$ cat config.mk
export PLATFORM = sky130hd
export DESIGN_NAME = register_rename_unit
export DESIGN_NICKNAME = d
export VERILOG_FILES = /design/src/hw/rtl/rru_pkg.sv /design/src/hw/rtl/rru_free_list.sv /design/src/hw/rtl/rru_map.sv /design/src/hw/rtl/register_rename_unit.sv
export SDC_FILE = /design/constraint.sdc
export NUM_CORES = 2
export LEC_CHECK = 0
export BUFFER_PORTS_ARGS = -buffer_cell sky130_fd_sc_hd__buf_2
export CAP_MARGIN = 20
export CORE_MARGIN = 2
export CORE_UTILIZATION = 60
export CTS_CLUSTER_DIAMETER = 200
export DETAILED_ROUTE_END_ITERATION = 8
export HOLD_SLACK_MARGIN = 0.05
export PLACE_DENSITY = 0.76
export SYNTH_ARGS = -nofsm -noshare
export SYNTH_HDL_FRONTEND = slang
export SYNTH_SLANG_ARGS = --single-unit
$ cat constraint.sdc
create_clock -name i_clk -period 10.17 [get_ports i_clk]
set_input_delay 0 -clock i_clk [delete_from_list [all_inputs] [get_ports i_clk]]
set_output_delay 0 -clock i_clk [all_outputs]
set_load 0.1 [all_outputs]
$ cat src/hw/rtl/rru_pkg.sv
`timescale 1ns / 1ps

package rru_pkg;

    localparam int ARCH_REGS   = 32;
    localparam int PHYS_REGS   = 64;
    localparam int CHECKPOINTS = 4;

    // widths of the interface fields
    localparam int OPC_W      = 3;
    localparam int ARCH_IN_W  = 5;
    localparam int PHYS_IN_W  = 6;
    localparam int STATUS_W   = 2;
    localparam int MASK_W     = 4;

    // internal widths
    localparam int AW   = $clog2(ARCH_REGS);
    localparam int PW   = $clog2(PHYS_REGS);
    localparam int TW   = AW;
    localparam int CNTW = $clog2(PHYS_REGS + 1);
    localparam int DW   = $clog2(CHECKPOINTS + 1);
    localparam int CW   = (CHECKPOINTS > 1) ? $clog2(CHECKPOINTS) : 1;

    localparam int FREE_INIT       = PHYS_REGS - ARCH_REGS;
    localparam int MASK_FULL_DEPTH = 4;
    localparam logic [MASK_W-1:0] MASK_FULL = '1;

    typedef enum logic [OPC_W-1:0] {
        OP_DEST    = 3'd0,
        OP_BRANCH  = 3'd1,
        OP_STORE   = 3'd2,
        OP_RESTORE = 3'd3,
        OP_RELEASE = 3'd4
    } t_opcode;

    typedef enum logic [STATUS_W-1:0] {
        ST_DONE     = 2'd0,
        ST_STALL    = 2'd1,
        ST_RESTORED = 2'd2,
        ST_INVALID  = 2'd3
    } t_status;

    typedef logic [ARCH_REGS-1:0][PW-1:0] t_map_row;

    typedef struct packed {
        logic          pop;
        logic          push;
        logic [PW-1:0] push_data;
    } t_fl_cmd;

    typedef struct packed {
        logic          empty;
        logic [PW-1:0] top;
    } t_fl_stat;

    typedef struct packed {
        logic [AW-1:0] src_a;
        logic [AW-1:0] src_b;
        logic [AW-1:0] dest;
        logic [PW-1:0] phys;
        logic          alloc;
        logic          checkpoint;
        logic          restore;
        logic          tag_adv;
    } t_map_cmd;

    typedef struct packed {
        logic [PW-1:0] src_a;
        logic [PW-1:0] src_b;
        logic [PW-1:0] old;
        logic [TW-1:0] tag;
        logic [DW-1:0] depth;
    } t_map_stat;

    // reduce a narrow register number into 0..m-1 by repeated subtraction
    function automatic logic [8:0] mod_small(input logic [7:0] v, input int unsigned m);
        logic [8:0] x;
        x = {1'b0, v};
        for (int k = 0; k < 4; k++) begin
            if (x >= 9'(m)) begin
                x = x - 9'(m);
            end
        end
        return x;
    endfunction

endpackage

$ cat src/hw/rtl/rru_free_list.sv
`timescale 1ns / 1ps

module rru_free_list (
    input  logic              i_clk,
    input  logic              i_rst_n,
    input  rru_pkg::t_fl_cmd  i_cmd,
    output rru_pkg::t_fl_stat o_stat
);

    logic [rru_pkg::PW-1:0]     r_head;
    logic [rru_pkg::PW-1:0]     n_head;
    logic [rru_pkg::CNTW-1:0]   r_count;
    logic [rru_pkg::CNTW-1:0]   n_count;
    logic [rru_pkg::CNTW:0]     w_sum;
    logic [rru_pkg::PW-1:0]     w_tail;
    logic [rru_pkg::PW-1:0]     w_head_inc;
    logic                       w_push;

    logic [rru_pkg::PW-1:0]     r_mem [rru_pkg::PHYS_REGS];
    logic [rru_pkg::PW-1:0]     r_rd_q;
    logic [rru_pkg::PW-1:0]     r_byp_data;
    logic                       r_top_byp;
    logic                       r_top_wr;
    logic [rru_pkg::PHYS_REGS-1:0] r_written;

    always_comb begin
        w_push = i_cmd.push && (r_count < rru_pkg::CNTW'(rru_pkg::PHYS_REGS));
        w_sum  = (rru_pkg::CNTW + 1)'(r_head) + (rru_pkg::CNTW + 1)'(r_count);
        if (w_sum >= (rru_pkg::CNTW + 1)'(rru_pkg::PHYS_REGS)) begin
            w_tail = rru_pkg::PW'(w_sum - (rru_pkg::CNTW + 1)'(rru_pkg::PHYS_REGS));
        end else begin
            w_tail = rru_pkg::PW'(w_sum);
        end
        if (r_head == rru_pkg::PW'(rru_pkg::PHYS_REGS - 1)) begin
            w_head_inc = '0;
        end else begin
            w_head_inc = r_head + rru_pkg::PW'(1);
        end
        n_head  = i_cmd.pop ? w_head_inc : r_head;
        n_count = r_count;
        if (i_cmd.pop) begin
            n_count = r_count - rru_pkg::CNTW'(1);
        end else if (w_push) begin
            n_count = r_count + rru_pkg::CNTW'(1);
        end
    end

    // entry at the head: a push in the previous cycle into that slot wins, then the memory,
    // then the power-up contents for slots that were never written
    always_comb begin
        o_stat.empty = (r_count == '0);
        if (r_top_byp) begin
            o_stat.top = r_byp_data;
        end else if (r_top_wr) begin
            o_stat.top = r_rd_q;
        end else begin
            o_stat.top = rru_pkg::PW'(rru_pkg::ARCH_REGS + int'(r_head));
        end
    end

    always_ff @(posedge i_clk) begin
        if (w_push) begin
            r_mem[w_tail] <= i_cmd.push_data;
        end
        r_rd_q     <= r_mem[n_head];
        r_byp_data <= i_cmd.push_data;
    end

    always_ff @(posedge i_clk) begin
        if (!i_rst_n) begin
            r_head    <= '0;
            r_count   <= rru_pkg::CNTW'(rru_pkg::FREE_INIT);
            r_written <= '0;
            r_top_byp <= 1'b0;
            r_top_wr  <= 1'b0;
        end else begin
            r_head    <= n_head;
            r_count   <= n_count;
            r_top_byp <= w_push && (w_tail == n_head);
            r_top_wr  <= r_written[n_head];
            if (w_push) begin
                r_written[w_tail] <= 1'b1;
            end
        end
    end

endmodule

$ cat src/hw/rtl/rru_map.sv
`timescale 1ns / 1ps

module rru_map (
    input  logic               i_clk,
    input  logic               i_rst_n,
    input  rru_pkg::t_map_cmd  i_cmd,
    output rru_pkg::t_map_stat o_stat
);

    rru_pkg::t_map_row              r_map;
    logic [rru_pkg::PHYS_REGS-1:0]  r_busy;
    logic [rru_pkg::TW-1:0]         r_tag;
    logic [rru_pkg::DW-1:0]         r_depth;

    rru_pkg::t_map_row              r_save_map  [rru_pkg::CHECKPOINTS];
    logic [rru_pkg::PHYS_REGS-1:0]  r_save_busy [rru_pkg::CHECKPOINTS];
    logic [rru_pkg::TW-1:0]         r_save_tag  [rru_pkg::CHECKPOINTS];

    logic [rru_pkg::DW-1:0]         w_pop_depth;
    logic [rru_pkg::CW-1:0]         w_pop_slot;
    logic [rru_pkg::CW-1:0]         w_push_slot;
    logic [rru_pkg::TW-1:0]         w_tag_inc;

    always_comb begin
        w_pop_depth = r_depth - rru_pkg::DW'(1);
        w_pop_slot  = w_pop_depth[rru_pkg::CW-1:0];
        w_push_slot = r_depth[rru_pkg::CW-1:0];
        w_tag_inc   = r_tag + rru_pkg::TW'(1);
        if (w_tag_inc >= rru_pkg::TW'(rru_pkg::ARCH_REGS - 1)) begin
            w_tag_inc = '0;
        end
        o_stat.src_a = r_map[i_cmd.src_a];
        o_stat.src_b = r_map[i_cmd.src_b];
        o_stat.old   = r_map[i_cmd.dest];
        o_stat.tag   = r_tag;
        o_stat.depth = r_depth;
    end

    always_ff @(posedge i_clk) begin
        if (!i_rst_n) begin
            for (int i = 0; i < rru_pkg::ARCH_REGS; i++) begin
                r_map[i] <= rru_pkg::PW'(i);
            end
            r_busy  <= '0;
            r_tag   <= '0;
            r_depth <= '0;
        end else begin
            if (i_cmd.restore) begin
                r_map   <= r_save_map[w_pop_slot];
                r_busy  <= r_save_busy[w_pop_slot];
                r_tag   <= r_save_tag[w_pop_slot];
                r_depth <= w_pop_depth;
            end else begin
                if (i_cmd.alloc) begin
                    r_map[i_cmd.dest]  <= i_cmd.phys;
                    r_busy[i_cmd.phys] <= 1'b1;
                end
                if (i_cmd.checkpoint) begin
                    r_depth <= r_depth + rru_pkg::DW'(1);
                end
                if (i_cmd.tag_adv) begin
                    r_tag <= w_tag_inc;
                end
            end
        end
    end

    // flash copy of the live map, busy vector and tag into the next stack slot
    always_ff @(posedge i_clk) begin
        if (i_cmd.checkpoint) begin
            r_save_map[w_push_slot]  <= r_map;
            r_save_busy[w_push_slot] <= r_busy;
            r_save_tag[w_push_slot]  <= r_tag;
        end
    end

endmodule

$ cat src/hw/rtl/register_rename_unit.sv
`timescale 1ns / 1ps
// Channel   Direction  Handshake            Payload
// request   in         i_valid / o_stall    opcode, src_a/src_b/dest arch, release, issue_ready
// result    out        o_valid / i_stall    status, phys dest/src/old, entry, tag, mask
//
// One instruction per cycle while the result side does not stall; a result is valid
// after one pass from the request register through map table, free list and
// checkpoint stack into the result register.
// Synchronous active-low reset restores the identity map and the free list of
// upper registers at once; no clearing pass.
// A stall on the result side holds the request register and then stalls input.

module register_rename_unit (
    input  logic                           i_clk,
    input  logic                           i_rst_n,
    input  logic                           i_valid,
    output logic                           o_stall,
    input  logic [rru_pkg::OPC_W-1:0]      i_opcode,
    input  logic [rru_pkg::ARCH_IN_W-1:0]  i_src_a_arch,
    input  logic [rru_pkg::ARCH_IN_W-1:0]  i_src_b_arch,
    input  logic [rru_pkg::ARCH_IN_W-1:0]  i_dest_arch,
    input  logic [rru_pkg::PHYS_IN_W-1:0]  i_release_phys,
    input  logic                           i_issue_ready,
    output logic                           o_valid,
    input  logic                           i_stall,
    output logic [rru_pkg::STATUS_W-1:0]   o_status,
    output logic [rru_pkg::PW-1:0]         o_phys_dest,
    output logic [rru_pkg::PW-1:0]         o_phys_src_a,
    output logic [rru_pkg::PW-1:0]         o_phys_src_b,
    output logic [rru_pkg::PW-1:0]         o_old_phys,
    output logic [rru_pkg::AW-1:0]         o_entry_arch,
    output logic [rru_pkg::TW-1:0]         o_active_tag,
    output logic [rru_pkg::MASK_W-1:0]     o_branch_mask
);

    logic                           r_in_valid;
    logic [rru_pkg::OPC_W-1:0]      r_in_opcode;
    logic [rru_pkg::ARCH_IN_W-1:0]  r_in_src_a;
    logic [rru_pkg::ARCH_IN_W-1:0]  r_in_src_b;
    logic [rru_pkg::ARCH_IN_W-1:0]  r_in_dest;
    logic [rru_pkg::PHYS_IN_W-1:0]  r_in_release;
    logic                           r_in_ready;

    logic                           r_out_valid;
    rru_pkg::t_status               r_out_status;
    logic [rru_pkg::PW-1:0]         r_out_phys_dest;
    logic [rru_pkg::PW-1:0]         r_out_src_a;
    logic [rru_pkg::PW-1:0]         r_out_src_b;
    logic [rru_pkg::PW-1:0]         r_out_old;
    logic [rru_pkg::AW-1:0]         r_out_entry;
    logic [rru_pkg::TW-1:0]         r_out_tag;
    logic [rru_pkg::MASK_W-1:0]     r_out_mask;

    rru_pkg::t_status               n_status;
    logic [rru_pkg::PW-1:0]         n_phys_dest;
    logic [rru_pkg::PW-1:0]         n_src_a;
    logic [rru_pkg::PW-1:0]         n_src_b;
    logic [rru_pkg::PW-1:0]         n_old;
    logic [rru_pkg::AW-1:0]         n_entry;
    logic [rru_pkg::TW-1:0]         n_tag;
    logic [rru_pkg::MASK_W-1:0]     n_mask;

    logic                           w_adv;
    logic                           w_accept;
    logic                           w_hold;
    rru_pkg::t_opcode               w_op;
    logic [rru_pkg::AW-1:0]         w_ra;
    logic [rru_pkg::AW-1:0]         w_rb;
    logic [rru_pkg::AW-1:0]         w_rd;
    logic [rru_pkg::PW-1:0]         w_rel;

    rru_pkg::t_fl_cmd               w_fl_cmd;
    rru_pkg::t_fl_stat              w_fl_stat;
    rru_pkg::t_map_cmd              w_map_cmd;
    rru_pkg::t_map_stat             w_map_stat;

    assign w_adv    = r_in_valid && (!r_out_valid || !i_stall);
    assign o_stall  = r_in_valid && !w_adv;
    assign w_accept = i_valid && !o_stall;

    assign w_op  = rru_pkg::t_opcode'(r_in_opcode);
    assign w_ra  = rru_pkg::AW'(rru_pkg::mod_small(8'(r_in_src_a), rru_pkg::ARCH_REGS));
    assign w_rb  = rru_pkg::AW'(rru_pkg::mod_small(8'(r_in_src_b), rru_pkg::ARCH_REGS));
    assign w_rd  = rru_pkg::AW'(rru_pkg::mod_small(8'(r_in_dest), rru_pkg::ARCH_REGS));
    assign w_rel = rru_pkg::PW'(rru_pkg::mod_small(8'(r_in_release), rru_pkg::PHYS_REGS));

    always_comb begin
        n_status    = rru_pkg::ST_DONE;
        n_phys_dest = '0;
        n_src_a     = '0;
        n_src_b     = '0;
        n_old       = '0;
        n_entry     = '0;
        n_tag       = '0;
        n_mask      = '0;
        w_hold      = 1'b0;

        w_fl_cmd.pop       = 1'b0;
        w_fl_cmd.push      = 1'b0;
        w_fl_cmd.push_data = w_rel;

        w_map_cmd.src_a      = w_ra;
        w_map_cmd.src_b      = w_rb;
        w_map_cmd.dest       = w_rd;
        w_map_cmd.phys       = w_fl_stat.top;
        w_map_cmd.alloc      = 1'b0;
        w_map_cmd.checkpoint = 1'b0;
        w_map_cmd.restore    = 1'b0;
        w_map_cmd.tag_adv    = 1'b0;

        case (w_op)
            rru_pkg::OP_DEST, rru_pkg::OP_BRANCH, rru_pkg::OP_STORE: begin
                w_hold = w_fl_stat.empty || !r_in_ready ||
                         ((w_op == rru_pkg::OP_BRANCH) &&
                          (int'(w_map_stat.depth) >= rru_pkg::CHECKPOINTS));
                if (w_hold) begin
                    n_status = rru_pkg::ST_STALL;
                end else begin
                    n_src_a = w_map_stat.src_a;
                    n_src_b = w_map_stat.src_b;
                    n_old   = w_map_stat.old;
                    n_tag   = w_map_stat.tag;
                    w_map_cmd.tag_adv = w_adv;
                    if (w_op == rru_pkg::OP_DEST) begin
                        n_phys_dest     = w_fl_stat.top;
                        n_entry         = w_rd;
                        w_fl_cmd.pop    = w_adv;
                        w_map_cmd.alloc = w_adv;
                    end else begin
                        n_entry = w_rb;
                        if (w_op == rru_pkg::OP_BRANCH) begin
                            if (int'(w_map_stat.depth) >= rru_pkg::MASK_FULL_DEPTH) begin
                                n_mask = rru_pkg::MASK_FULL;
                            end else begin
                                n_mask = rru_pkg::MASK_W'(
                                    (5'd1 << w_map_stat.depth) - 5'd1);
                            end
                            w_map_cmd.checkpoint = w_adv;
                        end
                    end
                end
            end
            rru_pkg::OP_RESTORE: begin
                if (w_map_stat.depth == '0) begin
                    n_status = rru_pkg::ST_INVALID;
                end else begin
                    n_status          = rru_pkg::ST_RESTORED;
                    w_map_cmd.restore = w_adv;
                end
            end
            rru_pkg::OP_RELEASE: begin
                // a release to a full list is dropped inside the free list
                w_fl_cmd.push = w_adv;
            end
            default: begin
                n_status = rru_pkg::ST_INVALID;
            end
        endcase
    end

    rru_free_list u_free_list (
        .i_clk   (i_clk),
        .i_rst_n (i_rst_n),
        .i_cmd   (w_fl_cmd),
        .o_stat  (w_fl_stat)
    );

    rru_map u_map (
        .i_clk   (i_clk),
        .i_rst_n (i_rst_n),
        .i_cmd   (w_map_cmd),
        .o_stat  (w_map_stat)
    );

    always_ff @(posedge i_clk) begin
        if (!i_rst_n) begin
            r_in_valid  <= 1'b0;
            r_out_valid <= 1'b0;
        end else begin
            r_in_valid <= w_accept || (r_in_valid && !w_adv);
            if (w_adv) begin
                r_out_valid <= 1'b1;
            end else if (!i_stall) begin
                r_out_valid <= 1'b0;
            end
        end
    end

    always_ff @(posedge i_clk) begin
        if (w_accept) begin
            r_in_opcode  <= i_opcode;
            r_in_src_a   <= i_src_a_arch;
            r_in_src_b   <= i_src_b_arch;
            r_in_dest    <= i_dest_arch;
            r_in_release <= i_release_phys;
            r_in_ready   <= i_issue_ready;
        end
        if (w_adv) begin
            r_out_status    <= n_status;
            r_out_phys_dest <= n_phys_dest;
            r_out_src_a     <= n_src_a;
            r_out_src_b     <= n_src_b;
            r_out_old       <= n_old;
            r_out_entry     <= n_entry;
            r_out_tag       <= n_tag;
            r_out_mask      <= n_mask;
        end
    end

    assign o_valid       = r_out_valid;
    assign o_status      = r_out_status;
    assign o_phys_dest   = r_out_phys_dest;
    assign o_phys_src_a  = r_out_src_a;
    assign o_phys_src_b  = r_out_src_b;
    assign o_old_phys    = r_out_old;
    assign o_entry_arch  = r_out_entry;
    assign o_active_tag  = r_out_tag;
    assign o_branch_mask = r_out_mask;

    a_restore_pops: assert property (@(posedge i_clk) disable iff (!i_rst_n)
        (w_adv && (n_status == rru_pkg::ST_RESTORED)) |=>
        (w_map_stat.depth == $past(w_map_stat.depth) - rru_pkg::DW'(1)))
        else $error("restore did not pop the checkpoint stack");

    a_branch_pushes: assert property (@(posedge i_clk) disable iff (!i_rst_n)
        (w_adv && (w_op == rru_pkg::OP_BRANCH) && (n_status == rru_pkg::ST_DONE)) |=>
        (w_map_stat.depth == $past(w_map_stat.depth) + rru_pkg::DW'(1)))
        else $error("branch did not push the checkpoint stack");

    a_alloc_not_empty: assert property (@(posedge i_clk) disable iff (!i_rst_n)
        w_fl_cmd.pop |-> !w_fl_stat.empty)
        else $error("pop from an empty free list");

    a_adv_gives_result: assert property (@(posedge i_clk) disable iff (!i_rst_n)
        w_adv |=> r_out_valid)
        else $error("renamed instruction produced no result");

endmodule

======== Word-level counts from Yosys, hierarchy flattened ========
Memory sizes are Yosys's and may differ from the RTL's. A register that Yosys moved wholly into a read port is not among the register bits.
Cells that the tools add are included.
Widths: inputs -> output; s select.
storage, ports and cells
  flip-flop bits (word level) ............. 352
  RAM bits ................................ 1172
  output and inout bits ................... 42
  memories kept ........................... 3
memory list
  name               depth  bits a word  rd ports  clocked after memory_dff  write ports  line                 source
  u_map.r_save_map   4      192          1         0                         1            rru_map.sv:15        rru_pkg::t_map_row r_save_map [rru_pkg::CHECKPOINTS];
  u_free_list.r_mem  64     6            1         1                         1            rru_free_list.sv:19  logic [rru_pkg::PW-1:0] r_mem [rru_pkg::PHYS_REGS];
  u_map.r_save_tag   4      5            1         0                         1            rru_map.sv:17        logic [rru_pkg::TW-1:0] r_save_tag [rru_pkg::CHECKPOINTS];
cells by class
  $add $sub $neg .......................... 10
  magnitude comparators ................... 11
  equal/unequal tests ..................... 7
  shift operators ......................... 1
  mux-type cells .......................... 50
  bitwise logic cells ..................... 4
  reductions and logical operators ........ 28
operators with widths
  kind                 count
  $mux 192             2
  $bwmux 192           1
  $bmux 6 s5           3
  $or 64x64->64        1
  $mux 6               9
  $demux 6 s5          1
  $mux 1               20
  $mux 5               4
  $lt 5x6->1 const B   3
  $lt 6x7->1 const B   2
  $mux 7               2
  $add 6x7->8          1
  $ge 8x7->1 const B   1
  $logic_and 1x1->1    8
  $reduce_bool 2->1    4
  $add 7x1->7 const B  1
  $logic_not 7->1      1
  $lt 7x7->1 const B   1
  $sub 7x1->7 const B  1
  $add 6x1->6 const B  1
  $add 6x6->6 const A  1
  $bmux 1 s6           1
  $demux 1 s6          1
  $eq 3x2->1 const B   2
  other kinds (26)     39

======== Longest topological paths before layout ========
  depth after elaboration ................. 9
  depth in mapped cells ................... 16
  gate-level depth less buffers ........... 11

======== Modules after synthesis ========
From an unflattened synthesis, not the netlist that was laid out.
second synthesis, totals
  cells, all modules ...................... 3983
  area, all modules ....................... 65933.2 um^2
by module, submodules not included
  module                instances  cells an instance  area an instance (um^2)  sequential area each (um^2)
  rru_map               1          2472               41957.7                  27666.5
  rru_free_list         1          1362               21443.1                  13352.8
  register_rename_unit  1          149                2532.4                   1991.9

======== Least setup slack after synthesis ========
OpenSTA, ideal clock, no wires.
  path type ............................... register to register
  from .................................... register u_free_list.r_count[1] (netlist bit)
  to ...................................... memory u_map.r_save_map[1][0] (netlist bit) (enable)
  library setup time ...................... 0.581 ns
  data arrival time ....................... 6.712 ns
  required time ........................... 9.589 ns
  slack ................................... 2.877 ns
  cell stages (with the launch flop) ...... 7
  path buffers ............................ 1
  period minus slack after synthesis ...... 7.293 ns
  cells stage by stage .................... dfxtp_1 > clkbuf_1 > o41ai_4 > nor2_1 > nand3_1 > a2111oi_0 > and2_1
on the way
  cells in the longest elaborated chain, start to end .. 7
RTL lines
  what                           line                         source
  start: declaration             rru_free_list.sv:12          logic [rru_pkg::CNTW-1:0] r_count;
  start signal: assignment       rru_free_list.sv:72          r_count <= rru_pkg::CNTW'(rru_pkg::FREE_INIT);
  start signal: assignment       rru_free_list.sv:78          r_count <= n_count;
  $logic_not 7->1                rru_free_list.sv:51          o_stat.empty = (r_count == '0);
  $logic_or 1x1->1 (2 in a row)  register_rename_unit.sv:113  w_hold = w_fl_stat.empty || !r_in_ready ||
  $mux 2                         register_rename_unit.sv:116  if (w_hold) begin
  $mux 2                         register_rename_unit.sv:111  case (w_op)
  $mux 1                         rru_map.sv:70                if (i_cmd.checkpoint) begin
  $mux 1 (implied by the code)   rru_map.sv:71                r_save_map[w_push_slot] <= r_map;
  end: declaration               rru_map.sv:15
No other way between the ends.

======== Worst setup path after layout ========
  from .................................... register u_free_list.r_count[2] (netlist bit)
  to ...................................... register u_free_list.r_rd_q[0] (netlist bit), read port of u_free_list.r_mem
on the way
  cells in the longest elaborated chain, start to end .. 6
RTL lines
  what                           line                         source
  $logic_not 7->1                rru_free_list.sv:51
  $logic_or 1x1->1 (2 in a row)  register_rename_unit.sv:113
  $mux 1                         register_rename_unit.sv:116
  $mux 1                         register_rename_unit.sv:111
  $mux 6                         rru_free_list.sv:39          n_head = i_cmd.pop ? w_head_inc : r_head;
  end: declaration               rru_free_list.sv:20          logic [rru_pkg::PW-1:0] r_rd_q;
No other way between the ends.
A chain may end at the register's enable or synchronous reset.

==> metrics.yaml <==
die_area_mm2: 0.108
synth_ff_type: "edfxtp_1"
netlist.area_leader.share_pct: 58.8
fin_worst_skew_ns: 0.0269
final_core_utilization_pct: 67.1
gp_congestion: 0.853
status: "finished, final reports clean"
cts-root-buf: "clkbuf_16"
io_buffer_count: 70
maxCapViolCount: 0
ys_async_sr_fraction_pct: 0
hold_end: "u_map.r_map[91]"
area_growth_pct: 11.4
critical_path_class: "reg2reg"
synthCells: 3759
hp-start: "i_rst_n"
end_kind: "register"
total_leakage_power_nw: 22.8
wire_per_inst_um: 30.2
finalSetupViolations: 0
cts_sinks: 1530
hold_path_class: "in2reg"
start_kind: "register"
layout-drive-gt1-share_pct: 21.0
routed_via_density: 6.90
antenna_found_initial: 2
grt.total_usage_pct: 30.5
tightest_slew_ns: 1.24
r2r_slack_ns: 4.97
dp_hpwl_um: 94000
grt_first_pass_wirelength_um: 240000
hold_depth: 3
vias: 37000
peakVddDrop_v: 0.000222
cts_buffers: 151
synthesis.nets: 3805
slew_violations: 0
postSynthAreaPerCell_um2: 16.8
p_per_area_mw_per_mm2: 179
synth_edf_count: 1237
max_freq_mhz: 192
p_total_mw: 12.6
slew_headroom_pct: 17.5
die_y_um: 328
mappedNetlistArea_mm2: 0.0632
synth_largest_area_cell: "edfxtp_1"
yosys-top-cells-area: "edfxtp_1 59%, mux4_2 15%, dfxtp_1 9.3%"
antenna_left: 0
synth.distinct_cells: 78
grt-ovfl-total: 0
coreArea_mm2: 0.105
first_global_vias: 36300
io_pins: 71
max-clock-path-buffers: 3
synth_seq_cells: 1530
r2r-start: "u_free_list.r_count[2]"
finalHoldViolations: 0
yosys_warnings: 0
critPathMaxFanout: 47
drt_iter0_markers: 5488
period_minus_slack_ns: 5.20
initial_core_util_pct: 60.3
first_pass_iters: 6
crit_arrival_ns: 5.84
worstReg2RegEnd: "u_free_list.r_rd_q[0]"
routed_wl_um: 162000
cts_tree: "done"
cts.clk_slew.worst_paths_ns: 0.07
tns_ns: 0
worstPathRequired_ns: 10.81
rr_worst_depth: 10
final_nets: 3896
clk_latency_ns: 0.77
rsz0062_at_grt: "false"
die_w_um: 328
mostFrequentLayoutCell: "edfxtp_1"
fin_crit_sh_pct: 51.2
layout_common_cells: "1,237 x edfxtp_1, 429 x mux4_2, 292 x dfxtp_1"
drcViolationCount: 0
synth-seq-area-share_pct: 68.1
cts-htree-levels: 4
holdWs_ns: 0.270
num_rows: 119
grt_max_degree: 128
-- worst max-delay path: stages (launching register included) --
cell      delay [ns]
dfxtp_1         0.39
or4_4           0.60
o41ai_4         0.51
o21ai_2         0.25
nand2_4         0.54
buf_4           0.80
mux4_2          0.60
a22o_1          0.25
a221oi_1        0.31
nand4_1         0.29
or4_1           0.46
-- final cells by class --
class | instances | area [um^2]
flip-flops and latches | 1530 | 43000
fillers | 6813 | 34500
multi-input cells | 1950 | 19100
clock buffers | 220 | 4280
well taps | 1391 | 1740
repair buffers | 204 | 1550
clock inverters | 59 | 596
inverters | 13 | 48.8
diodes | 1 | 2.50
-- where the power goes --
group | internal [mW] | switching, mW | total, mW | leakage [nW]
logic | 0.103 | 0.233 | 0.336 | 6.76
clock network | 3.16 | 2.35 | 5.51 | 2.39
registers | 6.72 | 0.0209 | 6.74 | 13.7
total | 9.99 | 2.60 | 12.6 | 22.8
-- per-stage QoR --
step	setup slack, ns	instances	cell area (um^2)
after CTS	4.95	5367	70400
after floorplan	2.88	3759	63200
after detailed placement	5.00	5031	64900
after global placement	4.99	5030	64900
final	4.97	5368	70400
after global routing	4.62	5367	70400
-- layer usage --
layer	part of all wire, %	wire (um)	vias to the layer above	GRT usage [%]
li1	-	-	15300	-
met1	38	61900	18900	43.0
met2	47	75600	2331	46.1
met3	10	17000	475	6.55
met4	4.8	7800	4	14.1
met5	0.017	27	-	0
-- synthesized netlist by cell type, types with 11 or more instances --
cell and instances:
ha_1 16, a211oi_1 72, buf_2 18, o22ai_1 16
a221oi_1 13, o21a_1 73, mux4_2 429, nand2_1 254
xnor2_1 20, nor3_1 11, mux2i_1 103, o21ai_0 160
dfxtp_1 293, edfxtp_1 1237, inv_1 13, a31oi_1 13
clkbuf_1 199, a22oi_1 31, a21oi_1 53, o211a_1 76
buf_1 40, o211ai_1 83, and2_1 41, nand4_1 13
a22o_1 13, nor2_1 275, nand3_1 47, a21boi_0 16
and3_1 13
-- logic make-up after synthesis --
family / share of synthesized area [%]
xor gates and xnor gates: 0.412
adders and majority gates: 0.365
DFF: 68.1
AOI/OAI and AO/OA: 7.43
muxes: 17.0
and+or+nand+nor: 4.88
buffers and inverters: 1.77
-- timing repair --
| item | 4_1_cts | 5_1_grt |
|---|---|---|
| gates resized for setup | 0 | 0 |
| hold buffers | 57 | 0 |
| hold endpoints to repair | 127 | 0 |
| setup buffers | 0 | 0 |
-- sequential cells by signal, indices dropped and copies added, names as in the netlist, 6 cells and up --
signal	count
u_free_list.r_count	7
r_in_release	6
u_map.r_save_tag	20
u_free_list.r_written	64
o_phys_src_b	6
o_old_phys	6
u_map.r_map	192
u_free_list.r_rd_q	6
o_phys_dest	6
u_free_list.r_mem	384
o_phys_src_a	6
u_map.r_save_map	768
u_free_list.r_byp_data	6
u_free_list.r_head	6
-- worst max-delay path by stage --
stage	cells past startpoint	start	slack [ns]	to
floorplan	6	u_free_list.r_count[1]	2.88	u_map.r_save_map[1][0]
global placement	11	u_free_list.r_count[2]	4.99	u_free_list.r_rd_q[0]
detailed placement	10	u_free_list.r_count[2]	5.00	u_free_list.r_rd_q[5]
CTS	10	u_free_list.r_count[2]	4.95	u_free_list.r_rd_q[5]
global route	10	u_free_list.r_count[2]	4.62	u_free_list.r_rd_q[5]
finish	10	u_free_list.r_count[2]	4.97	u_free_list.r_rd_q[0]
Note: power is estimated with default switching activity, not from simulation.
